===== config.mk =====
export PLATFORM = sky130hd
export DESIGN_NAME = sor_ctrl
export DESIGN_NICKNAME = d
export VERILOG_FILES = /design/src/hdl/sor_pkg.sv /design/src/hdl/sor_ctrl.sv
export SDC_FILE = /design/constraint.sdc
export NUM_CORES = 1
export LEC_CHECK = 0
export BUFFER_PORTS_ARGS = -buffer_cell sky130_fd_sc_hd__buf_2
export CAP_MARGIN = 0
export CORE_MARGIN = 2
export CORE_UTILIZATION = 53
export CTS_BUF_LIST = sky130_fd_sc_hd__clkbuf_8
export DETAILED_ROUTE_END_ITERATION = 16
export GPL_TIMING_DRIVEN = 0
export PLACE_DENSITY = 0.81
export SETUP_SLACK_MARGIN = 0.1
export SYNTH_ARGS = -nofsm -noshare
export SYNTH_HDL_FRONTEND = slang
export SYNTH_SLANG_ARGS = --single-unit

===== constraint.sdc =====
create_clock -name clk -period 2.1 [get_ports clk]
set_clock_uncertainty 0.1 [all_clocks]
set_input_delay 0.21 -clock clk [delete_from_list [all_inputs] [get_ports clk]]
set_output_delay 0.21 -clock clk [all_outputs]
set_load 0.02 [all_outputs]

===== src/hdl/sor_pkg.sv =====
// Shared types, constants and the CORDIC arctangent table for the ring generator.
// No dependencies.
package sor_pkg;

	localparam int DEF_PROFILE_MAX = 64;
	localparam int DEF_COORD_WIDTH = 16;
	localparam int STEP_W          = 12;
	localparam int IDX_W           = 18;
	localparam int PHASE_W         = 32;
	localparam int TRIG_W          = 33;
	localparam int ANG_W           = 20;
	localparam int CORDIC_ITERS    = 16;
	localparam int ITER_W          = 5;
	localparam int MUL_PHASES      = 5;

	localparam logic [STEP_W-1:0]        STEP_COUNT_RST = 12'd16;
	localparam logic [16:0]              ANG_SCALE      = 17'd102944;
	localparam logic signed [TRIG_W-1:0] X_INIT         = 33'sd652032874;

	typedef enum logic [1:0] {
		CMD_CLEAR  = 2'd0,
		CMD_APPEND = 2'd1,
		CMD_EMIT   = 2'd2,
		CMD_NONE   = 2'd3
	} cmd_t;

	typedef struct packed {
		logic              accept;
		logic              div_step;
		logic              ang_load;
		logic              cord_step;
		logic              quad_load;
		logic              pt_first;
		logic              pt_next;
		logic              rd_en;
		logic              mul_en;
		logic              out_load;
		logic [ITER_W-1:0] iter;
	} dp_cmd_t;

	typedef struct packed {
		logic emit_ok;
		logic nonempty;
		logic is_last;
		logic out_free;
	} dp_stat_t;

	// atan(2^-k) in Q16 radians
	function automatic logic signed [ANG_W-1:0] atan_q16(input logic [3:0] k);
		logic signed [ANG_W-1:0] v;
		unique case (k)
			4'd0:  v = 20'sd51472;
			4'd1:  v = 20'sd30386;
			4'd2:  v = 20'sd16055;
			4'd3:  v = 20'sd8150;
			4'd4:  v = 20'sd4091;
			4'd5:  v = 20'sd2047;
			4'd6:  v = 20'sd1024;
			4'd7:  v = 20'sd512;
			4'd8:  v = 20'sd256;
			4'd9:  v = 20'sd128;
			4'd10: v = 20'sd64;
			4'd11: v = 20'sd32;
			4'd12: v = 20'sd16;
			4'd13: v = 20'sd8;
			4'd14: v = 20'sd4;
			default: v = 20'sd2;
		endcase
		return v;
	endfunction

endpackage


===== src/hdl/sor_ctrl.sv =====
// Sequencer for the ring generator: steps the divider, CORDIC and per-point multiply.
// Depends on sor_pkg.
module sor_ctrl (
	input  logic               clk,
	input  logic               arst_n,
	input  logic               in_valid,
	input  logic [1:0]         command,
	output logic               in_stall,
	input  sor_pkg::dp_stat_t  stat,
	output sor_pkg::dp_cmd_t   cmd
);

	typedef enum logic [7:0] {
		S_IDLE = 8'b0000_0001,
		S_DIV  = 8'b0000_0010,
		S_ANG  = 8'b0000_0100,
		S_CORD = 8'b0000_1000,
		S_QUAD = 8'b0001_0000,
		S_READ = 8'b0010_0000,
		S_MUL  = 8'b0100_0000,
		S_PUT  = 8'b1000_0000
	} state_t;

	state_t                      state_q, state_d;
	logic [sor_pkg::ITER_W-1:0]  cnt_q, cnt_d;

	always_comb begin
		state_d = state_q;
		cnt_d   = cnt_q;
		cmd     = '0;
		cmd.iter = cnt_q;
		in_stall = 1'b1;
		unique case (state_q)
			S_IDLE: begin
				in_stall = 1'b0;
				if (in_valid) begin
					cmd.accept = 1'b1;
					if (command == sor_pkg::CMD_EMIT && stat.emit_ok) begin
						state_d = S_DIV;
						cnt_d   = '0;
					end
				end
			end
			S_DIV: begin
				cmd.div_step = 1'b1;
				cnt_d = cnt_q + 1'b1;
				if (cnt_q == sor_pkg::ITER_W'(sor_pkg::PHASE_W - 1)) begin
					state_d = S_ANG;
				end
			end
			S_ANG: begin
				cmd.ang_load = 1'b1;
				cnt_d   = '0;
				state_d = S_CORD;
			end
			S_CORD: begin
				cmd.cord_step = 1'b1;
				cnt_d = cnt_q + 1'b1;
				if (cnt_q == sor_pkg::ITER_W'(sor_pkg::CORDIC_ITERS - 1)) begin
					state_d = S_QUAD;
				end
			end
			S_QUAD: begin
				cmd.quad_load = 1'b1;
				cmd.pt_first  = 1'b1;
				state_d = S_READ;
			end
			S_READ: begin
				cmd.rd_en = 1'b1;
				cnt_d   = '0;
				state_d = S_MUL;
			end
			S_MUL: begin
				cmd.mul_en = 1'b1;
				cnt_d = cnt_q + 1'b1;
				if (cnt_q == sor_pkg::ITER_W'(sor_pkg::MUL_PHASES - 1)) begin
					state_d = S_PUT;
				end
			end
			S_PUT: begin
				if (stat.out_free) begin
					cmd.out_load = 1'b1;
					if (stat.is_last) begin
						state_d = S_IDLE;
					end else begin
						cmd.pt_next = 1'b1;
						state_d = S_READ;
					end
				end
			end
			default: begin
				state_d = S_IDLE;
			end
		endcase
	end

	always_ff @(posedge clk or negedge arst_n) begin
		if (!arst_n) begin
			state_q <= S_IDLE;
			cnt_q   <= '0;
		end else begin
			state_q <= state_d;
			cnt_q   <= cnt_d;
		end
	end

endmodule


==> flow_summary_export.csv <==
group,metric,value,unit
place,io_buffer_count,23,
cts,cts_tree,"done",
critical_path,critical_path_required,1.79,ns
final_layout,final_cells,151,
global_route,grt_pass1_vias,728,
sta,rsz0062_at_grt,"yes",
final_layout,layout.nets,149,
critical_path,worstPathCellList,"nor2_4 > and3_4 > and3b_1 > and2_4 > nor2b_1 > buf_4",
power,peakVddDrop,679,uV
cts,cts_root_buf,"clkbuf_8",
critical_path,r2r-end,"cnt_q[2]",
cts,numCtsBuffers,3,
place,dpl.cell_count,130,
detailed_routing,ant_nets,0,
global_route,grt_usage,24.2,%
sta,fmax,503,MHz
detailed_routing,vias_per_cell,5.95,
cts,htree_levels,1,
critical_path,worstRegToRegCells,6,
yosys,syn_area,876,sq um
yosys,synth_top_cell_by_area,"dfrtp_1",
status,status,"complete, no violations",
worst_hold_path,hp-class,"in -> reg",
sta,tns,0,ns
sta,timing.final.crit_share,94.6,%
detailed_routing,drc,0,
global_route,grt_start_max_net_pins,14,
worst_hold_path,hold_depth,2,
floorplanning,die_h,44.7,microns
job,maxCapViolCount,0,
yosys,syn_avg_cell_area,9.62,sq um
global_route,gr-total-overflow,0,
global_route,grt_pass1_wl,3.39,mm
detailed_routing,routed_wirelength,2.47,mm
detailed_routing,wl_per_cell,16.3,microns
yosys,seq_area_frac_synth,37.3,%
cts,clk_latency,0.25,ns
yosys,ys_ff_latch,13,
yosys,synth_edf_count,0,
worst_hold_path,holdCritStartpoint,"stat[0]",
detailed_routing,drt-initial-drc-count,23,
sta,period_needed,1.99,ns
final_layout,antenna_cells,0,
final_layout,drive_above_1_share,47.4,%
sta,worst_pin_slew,0.373,ns
detailed_routing,dr.pass1.iters,4,
cts,cts.sinks,13,
sta,hold_viol,0,
floorplanning,dieWidth,44.7,microns
yosys,ys_types,36,
sta,finalSetupViolations,0,
floorplanning,io_pins,25,
detailed_routing,vias,899,
critical_path,cpPeakStageDelay,0.46,ns
place,gp_congestion,0.870,
critical_path,crit_family,"simple AND/OR/NAND/NOR gates",
critical_path,path_max_fanout,5,
critical_path,critical_path_buf_inv_count,1,
floorplanning,rows,14,
yosys,syn_inst,91,
final_layout,final_cell_mix,"20 x buf_2, 17 x buf_4, 9 x inv_1",
critical_path,startpoint,"state_q[5]",
critical_path,cp_slowest_cell,"dfrtp_2",
floorplanning,initial_utilization,57.5,%
place,hpwl,1.49,mm
power,power.density,932,mW/mm^2
final_layout,area_delta_synth_final,48.7,%
critical_path,r2r-start,"state_q[2]",
yosys,synth_fp_nets,104,
critical_path,cp-start-kind,"flop",
power,total_leakage_power,0.683,nW
critical_path,reg2reg_setup_slack,0.12,ns
worst_hold_path,holdPathEnd,"state_q[7]",
yosys,synthFlopType,"dfrtp_1",
global_route,antenna_found_initial,0,
cts,clkSlewWorstSetupHoldPaths,0.06,ns
floorplanning,die-area,0.00199,sq mm
sta,drv_slew,0,
floorplanning,coreArea,0.00152,sq mm
sta,maxSlewHeadroom,75.1,%
final_layout,final_common_cell,"buf_2",
critical_path,worstSetupPathType,"reg -> out",
cts,cts_max_path_buffers,2,
yosys,yosysWarnings,0,
critical_path,arrival,1.68,ns
yosys,synth.area.top_cells,"dfrtp_1 34%, ha_1 5.7%, nand4b_1 4.0%, and3_1 3.6%, inv_1 3.4%",
yosys,async_flop_share,100,%
critical_path,endpoint_kind,"primary output",
yosys,synth_top_area_share,34.3,%
[final cells by class]
cell class,instances,area [sq um]
sequential,13,333
tap,16,20.0
multi-input combinational,67,572
clock inverter,1,3.75
buffer,3,27.5
clock buffer,3,41.3
inverter,8,30.0
fill,81,221
timing repair buffer,40,275
[repair_timing]
action | CTS | global route
gates resized for setup | 8 | 18
endpoints found under the hold margin | 12 | 0
hold buffers | 1 | 0
pin swaps | 0 | 8
setup endpoints to repair | 9 | 11
setup buffers | 0 | 16
[where the power goes]
part,leakage (nW),internal [mW],switching [mW]
Sequential,0.167,0.306,0.0718
Clock,0.0269,0.129,0.0952
Combinational,0.490,0.293,0.318
[state kept, by name (all words and copies together), names as in the netlist]
name     cells
cnt_q        5
state_q      8
[cell families after synthesis]
kind of cell / after synthesis / synth area share, %
flip-flops: 13 / 37.3
AND/OR/NAND/NOR: 43 / 35.1
XOR/XNOR: 2 / 2.00
AO/OA/AOI/OAI: 18 / 14.1
adder cells (fa/ha/maj): 4 / 5.71
buffers and inverters: 11 / 5.71
[per-layer routing]
layer	share of wire [%]	vias to the layer above	global-route usage (%)
li1	-	425	-
met1	43	428	29.7
met2	50	35	41.4
met3	4.2	11	2.45
met4	2.8	0	12.7
met5	0	-	0
[worst register-to-register path: stages (launching register included)]
cell	delay, ns
dfrtp_2	0.46
buf_12	0.15
nor4_4	0.36
nand2_1	0.19
and3_4	0.20
or2_4	0.24
a21o_1	0.17
[worst max path at each step]
| stage | end | slack [ns] | cells past startpoint |
|---|---|---|---|
| 6_report | cmd[8] | 0.11 | 6 |
| 4_1_cts | cmd[10] | 0.09 | 5 |
| 3_5_place_dp | state_q[5] | 0.04 | 7 |
| 5_1_grt | cmd[11] | 0.004 | 5 |
| 3_3_place_gp | state_q[5] | 0.11 | 7 |
| 2_1_floorplan | cmd[8] | 0.21 | 5 |
[synth_stat cells, types with 2 or more instances]
| master | count |
|---|---|
| a21oi_1 | 4 |
| and2_1 | 2 |
| and3_1 | 5 |
| buf_4 | 2 |
| dfrtp_1 | 12 |
| ha_1 | 4 |
| inv_1 | 8 |
| nand3_1 | 4 |
| nand3b_1 | 3 |
| nand4b_1 | 4 |
| nor2_1 | 7 |
| nor3_1 | 4 |
| nor3b_1 | 2 |
| o21ai_0 | 4 |
| o21bai_1 | 2 |
| o22ai_1 | 2 |
| o2bb2ai_1 | 2 |
| xor2_1 | 2 |
[per-stage QoR]
stage | util (%) | setup slack, ns | power [mW] | hold slack, ns | cell area, sq um
3_3_place_gp | 66.3 | 0.114 | 0.852 | 0.0145 | 1010
6_report | 85.5 | 0.113 | 1.21 | 0.109 | 1300
3_5_place_dp | 66.3 | 0.0381 | 0.872 | 0.0143 | 1010
5_1_grt | 85.5 | 0.00395 | 1.28 | 0.114 | 1300
4_1_cts | 72.2 | 0.0917 | 1.14 | 0.0865 | 1100
2_1_floorplan | - | 0.210 | 0.728 | -0.186 | 876
No activity file was read; power rests on OpenSTA's default activity.
